==> src/rtl/sme_pkg.sv <==
`timescale 1ns / 1ps
// Shared constants for the signed modular exponentiation block.
// No dependencies.
package sme_pkg;

	// Widths fixed by the interface.
	localparam int CFG_W     = 32;  // configuration data width
	localparam int MSG_W     = 33;  // signed message and result width
	localparam int CFG_IDX_W = 1;   // register index width

	// Default operand width.
	localparam int DATA_BITS_DEF = 32;

	// Register indexes.
	localparam logic [CFG_IDX_W-1:0] REG_EXPONENT = 1'b0;
	localparam logic [CFG_IDX_W-1:0] REG_MODULUS  = 1'b1;

endpackage

==> src/rtl/signed_modular_exponentiation.sv <==
`timescale 1ns / 1ps
// Signed modular exponentiation by right-to-left square-and-multiply.
// Depends on sme_pkg.
//
// Usage:
// - Configuration: write the exponent (index REG_EXPONENT) and the modulus
//   (index REG_MODULUS) through cfg_we / cfg_index / cfg_data while idle.
//   Only the low DATA_BITS bits of each are used. Reset gives exponent 1,
//   modulus 2.
// - Input: an item is taken at a rising edge with start high and busy low.
//   busy stays high until the result is out; start is ignored meanwhile.
// - Output: done pulses for one cycle with result valid in that cycle.
//   The receiver cannot stall; a result not taken in that cycle is gone.
// - Datapath: one shared multiplier and one shift-subtract reducer do all
//   the work. Every reduction walks RW = max(2*DATA_BITS, 33) dividend bits,
//   one bit a cycle. The base is reduced first; each exponent bit up to its
//   highest set bit then takes a step state, for a set bit a multiply of acc
//   by sq with its reduction, and a square with its reduction; the square
//   after the highest set bit is skipped. A modulus below 2 raises done in
//   the cycle right after start.
// - Reset clears the sequencer and the strobe; the block comes up idle.
// - The result strobe may coincide with a new start, since busy is already
//   low in that cycle.
module signed_modular_exponentiation #(
	parameter int DATA_BITS = sme_pkg::DATA_BITS_DEF
) (
	input  logic                               clk,
	input  logic                               arst_n,
	input  logic                               start,
	output logic                               busy,
	input  logic signed [sme_pkg::MSG_W-1:0]   message,
	output logic                               done,
	output logic signed [sme_pkg::MSG_W-1:0]   result,
	input  logic                               cfg_we,
	input  logic        [sme_pkg::CFG_IDX_W-1:0] cfg_index,
	input  logic        [sme_pkg::CFG_W-1:0]   cfg_data
);
	import sme_pkg::*;

	localparam int DW    = DATA_BITS;
	localparam int PW    = 2 * DATA_BITS;
	localparam int RW    = (PW > MSG_W) ? PW : MSG_W;
	localparam int CNT_W = $clog2(RW);

	typedef enum logic [1:0] {ST_IDLE, ST_STEP, ST_MUL, ST_RED} state_t;
	typedef enum logic [1:0] {PH_BASE, PH_ACC, PH_SQR} phase_t;

	state_t            state_q;
	phase_t            phase_q;
	logic [DW-1:0]     exp_cfg_q;
	logic [DW-1:0]     mod_cfg_q;
	logic [DW-1:0]     mod_q;
	logic [DW-1:0]     exp_q;
	logic [DW-1:0]     acc_q;
	logic [DW-1:0]     sq_q;
	logic [DW-1:0]     rem_q;
	logic [RW-1:0]     div_q;
	logic [CNT_W-1:0]  cnt_q;
	logic              neg_q;

	logic [MSG_W-1:0]  mag_w;
	logic [DW-1:0]     mul_a;
	logic [PW-1:0]     prod_w;
	logic [DW:0]       rem_shift;
	logic [DW:0]       rem_sub;
	logic [DW-1:0]     rem_next;

	// Magnitude of the message; the pattern -2^32 gives 2^32.
	assign mag_w = message[MSG_W-1] ? (MSG_W'(0) - MSG_W'(message)) : MSG_W'(message);

	// Shared multiplier: acc * sq in the accumulate phase, else sq * sq.
	assign mul_a  = (phase_q == PH_ACC) ? acc_q : sq_q;
	assign prod_w = PW'(mul_a) * PW'(sq_q);

	// Shift-subtract reducer: bring in one dividend bit, subtract if it fits.
	assign rem_shift = {rem_q, div_q[RW-1]};
	assign rem_sub   = rem_shift - {1'b0, mod_q};
	assign rem_next  = (rem_shift >= {1'b0, mod_q}) ? rem_sub[DW-1:0] : rem_shift[DW-1:0];

	assign busy = (state_q != ST_IDLE);

	// Apply the sign of the message; a zero power stays zero.
	function automatic logic [MSG_W-1:0] apply_sign(input logic neg, input logic [DW-1:0] p);
		logic [MSG_W-1:0] pe;
		pe = MSG_W'(p);
		return neg ? (MSG_W'(0) - pe) : pe;
	endfunction

	// Configuration registers.
	always_ff @(posedge clk or negedge arst_n) begin
		if (!arst_n) begin
			exp_cfg_q <= DW'(1);
			mod_cfg_q <= DW'(2);
		end else if (cfg_we) begin
			unique case (cfg_index)
				REG_EXPONENT: exp_cfg_q <= cfg_data[DW-1:0];
				REG_MODULUS:  mod_cfg_q <= cfg_data[DW-1:0];
				default:      ;
			endcase
		end
	end

	// Sequencer, datapath registers and result outputs.
	always_ff @(posedge clk or negedge arst_n) begin
		if (!arst_n) begin
			state_q <= ST_IDLE;
			phase_q <= PH_BASE;
			done    <= 1'b0;
			result  <= '0;
			neg_q   <= 1'b0;
			exp_q   <= '0;
			mod_q   <= '0;
			acc_q   <= '0;
			sq_q    <= '0;
			rem_q   <= '0;
			div_q   <= '0;
			cnt_q   <= '0;
		end else begin
			done <= 1'b0;
			unique case (state_q)
				ST_IDLE: begin
					if (start) begin
						neg_q <= message[MSG_W-1];
						exp_q <= exp_cfg_q;
						mod_q <= mod_cfg_q;
						acc_q <= DW'(1);
						if (mod_cfg_q < DW'(2)) begin
							// Degenerate modulus: every power is zero.
							result  <= MSG_W'(0);
							done    <= 1'b1;
						end else begin
							// Reduce the base first.
							div_q   <= RW'(mag_w);
							rem_q   <= '0;
							cnt_q   <= CNT_W'(RW - 1);
							phase_q <= PH_BASE;
							state_q <= ST_RED;
						end
					end
				end
				ST_STEP: begin
					priority if (exp_q == '0) begin
						// No set bits left: acc holds the power.
						result  <= apply_sign(neg_q, acc_q);
						done    <= 1'b1;
						state_q <= ST_IDLE;
					end else if (exp_q[0]) begin
						phase_q <= PH_ACC;
						state_q <= ST_MUL;
					end else begin
						phase_q <= PH_SQR;
						state_q <= ST_MUL;
					end
				end
				ST_MUL: begin
					// Register the product as the next dividend.
					div_q   <= RW'(prod_w);
					rem_q   <= '0;
					cnt_q   <= CNT_W'(RW - 1);
					state_q <= ST_RED;
				end
				ST_RED: begin
					rem_q <= rem_next;
					div_q <= {div_q[RW-2:0], 1'b0};
					cnt_q <= cnt_q - CNT_W'(1);
					if (cnt_q == '0) begin
						unique case (phase_q)
							PH_BASE: begin
								sq_q    <= rem_next;
								state_q <= ST_STEP;
							end
							PH_ACC: begin
								acc_q <= rem_next;
								if (exp_q[DW-1:1] == '0) begin
									// Last set bit: skip the unused square.
									result  <= apply_sign(neg_q, rem_next);
									done    <= 1'b1;
									state_q <= ST_IDLE;
								end else begin
									phase_q <= PH_SQR;
									state_q <= ST_MUL;
								end
							end
							PH_SQR: begin
								sq_q    <= rem_next;
								exp_q   <= exp_q >> 1;
								state_q <= ST_STEP;
							end
							default: state_q <= ST_IDLE;
						endcase
					end
				end
				default: state_q <= ST_IDLE;
			endcase
		end
	end

endmodule
==> config.mk <==
export PLATFORM = sky130hd
export DESIGN_NAME = signed_modular_exponentiation
export DESIGN_NICKNAME = d
export VERILOG_FILES = /design/src/rtl/sme_pkg.sv /design/src/rtl/signed_modular_exponentiation.sv
export SDC_FILE = /design/constraint.sdc
export NUM_CORES = 2
export LEC_CHECK = 0
export BUFFER_PORTS_ARGS = -buffer_cell sky130_fd_sc_hd__buf_2
export CAP_MARGIN = 5
export CORE_ASPECT_RATIO = 0.9
export CORE_MARGIN = 3
export CORE_UTILIZATION = 35
export CTS_BUF_LIST = sky130_fd_sc_hd__clkbuf_8
export DETAILED_ROUTE_END_ITERATION = 12
export MAX_ROUTING_LAYER = met4
export PLACE_DENSITY = 0.51
export SYNTH_ARGS = -nofsm -noshare
export SYNTH_HDL_FRONTEND = slang
export SYNTH_SLANG_ARGS = --single-unit
==> constraint.sdc <==
create_clock -name clk -period 26.7 [get_ports clk]
set_clock_uncertainty 0.2 [all_clocks]
set_input_delay 5.34 -clock clk [delete_from_list [all_inputs] [get_ports clk]]
set_output_delay 5.34 -clock clk [all_outputs]
set_load 0.02 [all_outputs]
; ---- After elaboration in Yosys (flattened, before gate mapping)
; Cells that the tools add are included.
; Widths: inputs -> output; s select.
[word_totals]
regBits = 333
inputBits = 70
output_inout_bits = 35
[classes]
add_sub_neg = 5
n_mul = 1
magnitude_cmp = 2
n_eq_ne = 15
n_mux = 51
bitwise_logic = 1
reduce_logical = 20
[ops]
columns = op, count
row1 = $mux 32, 10
row2 = $mux 33, 9
row3 = $pmux 64 s3, 1
row4 = $mux 64, 2
row5 = $pmux 32 s2, 2
row6 = $pmux 33 s3, 1
row7 = $pmux 32 s3, 1
row8 = $sub 1x32->33 const A, 2
row9 = $mul 32x32->64, 1
row10 = $ge 33x32->1, 1
row11 = $sub 1x33->33 const A, 1
row12 = $logic_not 32->1, 1
row13 = $lt 32x2->1 const B, 1
row14 = $sub 32x32->32, 1
row15 = $logic_not 31->1, 1
row16 = $mux 2, 12
row17 = $ne 2x2->1 const B, 9
row18 = $pmux 6 s3, 1
row19 = $reduce_and 7->1, 2
row20 = $mux 6, 2
row21 = $reduce_and 3->1, 3
row22 = $pmux 2 s4, 1
row23 = $reduce_and 4->1, 2
row24 = $eq 2x2->1 const B, 3
row25 = 14 further kinds, 25

; ---- Longest topological paths before layout
[depth]
depth_word = 8
mapped_depth = 33
mapped_depth_nobuf = 30

; ---- Worst setup path before layout
; Ideal clock, no wire load.
[synth_path]
path_kind = flip-flop to flip-flop
startpoint = register phase_q[0]
endpoint = register div_q[47]
setup_time_ps = 126
arrival_ps = 8253
required_ps = 26374
path_slack_ps = 18121
stages_incl_launch_ff = 30
path_cell_list = dfrtp_1 -> nand2_1 -> clkbuf_1 -> mux2_2 -> clkbuf_1 -> and2_1 -> fa_1 -> inv_1 -> fa_1 -> fa_1 -> fa_1 -> inv_1 -> fa_1 -> inv_1 -> fa_1 -> inv_1 -> fa_1 -> fa_1 -> ha_1 -> nand2_1 -> o41ai_1 -> a31oi_1 -> o211ai_1 -> a31oi_1 -> o31ai_1 -> a21o_1 -> a21o_1 -> a31oi_1 -> xnor2_1 -> a221o_1
[synth_between]
elab_chain_cells = 4
[synth_rtl]
columns = item, line_no
row1 = start: declaration, signed_modular_exponentiation.sv:49  ; phase_t phase_q;
row2 = start signal: assignment, signed_modular_exponentiation.sv:107  ; phase_q <= PH_BASE;
row3 = start signal: assignment, signed_modular_exponentiation.sv:136  ; phase_q <= PH_BASE;
row4 = start signal: assignment, signed_modular_exponentiation.sv:148  ; phase_q <= PH_ACC;
row5 = $eq 2x1->1, signed_modular_exponentiation.sv:72  ; assign mul_a = (phase_q == PH_ACC) ? acc_q : sq_q;
row6 = $mux 32, signed_modular_exponentiation.sv:72
row7 = $mul 32x32->64, signed_modular_exponentiation.sv:73  ; assign prod_w = PW'(mul_a) * PW'(sq_q);
row8 = $pmux 64 s3, signed_modular_exponentiation.sv:120  ; unique case (state_q)
row9 = end signal: assignment, signed_modular_exponentiation.sv:133  ; div_q <= RW'(mag_w);
row10 = end signal: assignment, signed_modular_exponentiation.sv:157  ; div_q <= RW'(prod_w);
row11 = end signal: assignment, signed_modular_exponentiation.sv:164  ; div_q <= {div_q[RW-2:0], 1'b0};
row12 = end: declaration, signed_modular_exponentiation.sv:57  ; logic [RW-1:0] div_q;
; No other way between the ends.
; A chain may end at the register's enable or synchronous reset.

; ---- Final worst setup path
[layout_path]
startpoint = register phase_q[1]
endpoint = register div_q[63]
; The elaborated chain is that of the path after synthesis.

==> metrics.md <==
| Metric | Value |
|---|---|
| PortBufs | 104 |
| Mean post-synth cell area | 9.04 um2 |
| Post-cts resize count | 0 |
| Die H | 372 um |
| Min Tclk post-route | 10.54 ns |
| Layout Nets | 6,932 |
| Post-route setup TNS | 0 ns |
| Total power | 1.95 mW |
| # IOs | 105 |
| Number of remaining DRC errors | 0 |
| Crit path buffers/inverters | 6 |
| Pin count of the biggest net entering global routing | 159 |
| CP Launch Type | flip-flop |
| Root buf cell | clkbuf_8 |
| CP arrival | 10.95 ns |
| CP max-delay cell | o31ai_1 |
| Global-route wire length before repair | 252 mm |
| Slew Limit Fails | 0 |
| Worst IR Drop VDD | 0.0511 mV |
| Seq cells post-synth | 333 |
| Syn_nets | 7,046 |
| Vias in the first global route | 41,000 |
| Leakage power | 27.1 nW |
| Synthesized-area fraction occupied by adder cells | 0.415 |
| Top delay family on crit path | adder cells |
| Max-cap viol count | 0 |
| Post-Syn Area | 52,200 um2 |
| Post-synth EDFFs | 0 |
| Ratio of cells with drive above 1 in the final layout | 0.0709 |
| CTS sink count | 333 |
| CP required | 27.10 ns |
| Reg clk slew, reported paths | 0.07 ns |
| Post-placement cell area | 54,500 um2 |
| Skew-Pair Late Insertion Delay | 0.71 ns |
| CP endpoint kind | flip-flop |
| Sequential share of the synthesized area | 0.160 |
| Setup bufs post-CTS | 0 |
| Xor and xnor area share after synthesis | 0.0240 |
| Global-route total usage across every layer | 0.218 |
| # setup viols final | 0 |
| Cell mode on critical path | fa_1 |
| Die X-Extent | 413 um |
| P&R area growth vs syn | 6.78% |
| Largest family of logic cells by synthesized area | adder cells |
| CTS Buffer Depth | 3 |
| Htree depth | 2 |
| Initial antenna violation count | 6 |
| HP Class | flip-flop to flip-flop |
| Grt ovf | 0 |
| Final period utilization | 0.395 |
| Detail Placement HPWL | 123 mm |
| Initial core utilization | 0.355 |
| TritonCTS clock tree | yes |
| First DRT Iteration DRCs | 2,567 |
| Gate count after technology mapping | 5,780 |
| Distinct cells, synth | 83 |
| Slew @ Worst Pin | 1.10 ns |
| Die area | 154,000 um2 |
| Final Hold Fails | 0 |
| Drt pass-1 iters | 7 |
| Unrepaired setup endpoints after global routing | no |
| GP Congestion | 0.884 |
| Max_slew headroom | 0.257 |
| WL/cell | 20.8 um |
| Residual antenna-violating net count after detailed routing | 0 |
| Top FF cell, synth | dfrtp_1 |
| Post-DR vias/cell | 5.15 |
| Yosys warns | 0 |
| Power Dens Cells | 35.0 nW/um2 |
| Routed vias | 39,600 |
| Core area | 147,000 um2 |
| Outcome | completed |
| Setup CP Type | flip-flop to flip-flop |
| Critical Path Max Stage Delay | 0.76 ns |
| Hold-fix buffers, CTS | 0 |
| Mux cell area share after synthesis | 0.0345 |
| Fmax | 94.8 MHz |
| FFs w/ async S/R, synth | 1.00 |
| TritonCTS Buffers | 61 |
| Routed WL | 160 mm |
| Post-synthesis compound-gate area fraction | 0.102 |
| Synth Area in Simple Gates | 0.171 |
| # rows | 133 |
| Crit path max fanout | 67 |
| Final instance area | 55,800 um2 |
## area by class of cell
cell class / count / area (um2)
Timing Repair Buffer: 183 / 1140
Tap cell: 1957 / 2450
Inverter: 923 / 3460
Sequential cell: 333 / 8340
Fill cell: 15100 / 91300
Multi-Input combinational cell: 4164 / 39100
Clock inverter: 41 / 285
Antenna cell: 2 / 5.00
Clock buffer: 72 / 991
## sequential cells by signal, summed over array words and instances, names as in the netlist
name       count
sq_q          32
state_q        2
mod_q         32
mod_cfg_q     32
div_q         64
result        33
exp_cfg_q     32
neg_q          1
rem_q         32
exp_q         32
done           1
acc_q         32
phase_q        2
cnt_q          6
## synth_stat cells, types with 46 or more instances
library cell | n | area share
fa_1 | 897 | 0.34
o21ai_0 | 301 | 0.029
clkbuf_1 | 332 | 0.024
mux2i_1 | 61 | 0.012
and2_1 | 590 | 0.071
nand3_1 | 62 | 0.0059
a21o_1 | 52 | 0.0075
a21oi_1 | 144 | 0.014
dfrtp_1 | 331 | 0.16
xor2_1 | 52 | 0.0087
mux2_2 | 106 | 0.023
nor2_1 | 173 | 0.012
xnor2_1 | 91 | 0.015
a31oi_1 | 63 | 0.0075
nand2_1 | 771 | 0.055
ha_1 | 299 | 0.072
nor3_1 | 46 | 0.0044
inv_1 | 922 | 0.066
## logic make-up after synthesis
group / after synthesis
buffers and inverters: 1283
AND/OR/NAND/NOR: 1813
flip-flops: 333
adder cells (fa/ha/maj): 1196
AO/OA/AOI/OAI: 845
XOR/XNOR: 143
multiplexers: 167
## per-layer routing
| metal | track usage | routed length [um] | part of all wire |
|---|---|---|---|
| met4 | 0.0376 | 2870 | 0.018 |
| met3 | 0.0404 | 11300 | 0.071 |
| met2 | 0.316 | 68100 | 0.43 |
| met1 | 0.320 | 77600 | 0.49 |
| met5 | - | 0 | 0 |
## where the power goes
part           total [mW]  internal, mW  leakage (nW)  switching, mW
sequential          0.602         0.553          3.96         0.0491
combinational       0.838         0.288          22.4          0.550
clock               0.512         0.276         0.771          0.236
total                1.95          1.12          27.1          0.835
## per-stage QoR
step | instances | util | setup slack (ns) | hold slack [ns]
2_1_floorplan | 5780 | - | 18.12 | 0.233
3_3_place_gp | 7560 | 0.370 | 16.27 | 0.262
3_5_place_dp | 7560 | 0.370 | 16.20 | 0.270
4_1_cts | 7673 | 0.379 | 16.15 | 0.284
5_1_grt | 7674 | 0.379 | 15.84 | 0.304
6_report | 7675 | 0.379 | 16.16 | 0.276
## worst min-delay path, stage by stage, from the launching register on
cell and delay [ns]:
dfrtp_1 0.34, nand2_1 0.04, o21ai_0 0.06
## final timing paths
| path | from | endpoint | slack, ns | cells after the start |
|---|---|---|---|---|
| max reg2reg | phase_q[1] | div_q[63] | 16.16 | 29 |
| min reg2reg | div_q[1] | div_q[1] | 0.28 | 2 |
| min in group asynchronous | arst_n | result[27] | 4.54 | 1 |
| max in group asynchronous | arst_n | div_q[5] | 20.22 | 2 |
| max | phase_q[1] | div_q[63] | 16.16 | 29 |
| min | div_q[1] | div_q[1] | 0.28 | 2 |
## placed cells by master, fill, tap and decap left out, drive strengths merged, types with 14 or more instances in the layout
cell type,instances
inv,958
fa,897
nand2,771
and2,591
dfrtp,331
o21ai,308
ha,299
buf,183
nor2,173
a21oi,145
mux2,106
xnor2,91
clkbuf,72
a31oi,63
nand3,62
mux2i,61
a21o,52
xor2,52
nor3,46
o21a,35
nor4,32
a22oi,29
o211ai,25
nand4,24
nand2b,22
o31ai,22
o221ai,20
or3,20
o41ai,20
o22ai,17
o21bai,15
or4,15
and3,14
a221oi,14
Note: power is estimated with default switching activity, not from simulation.
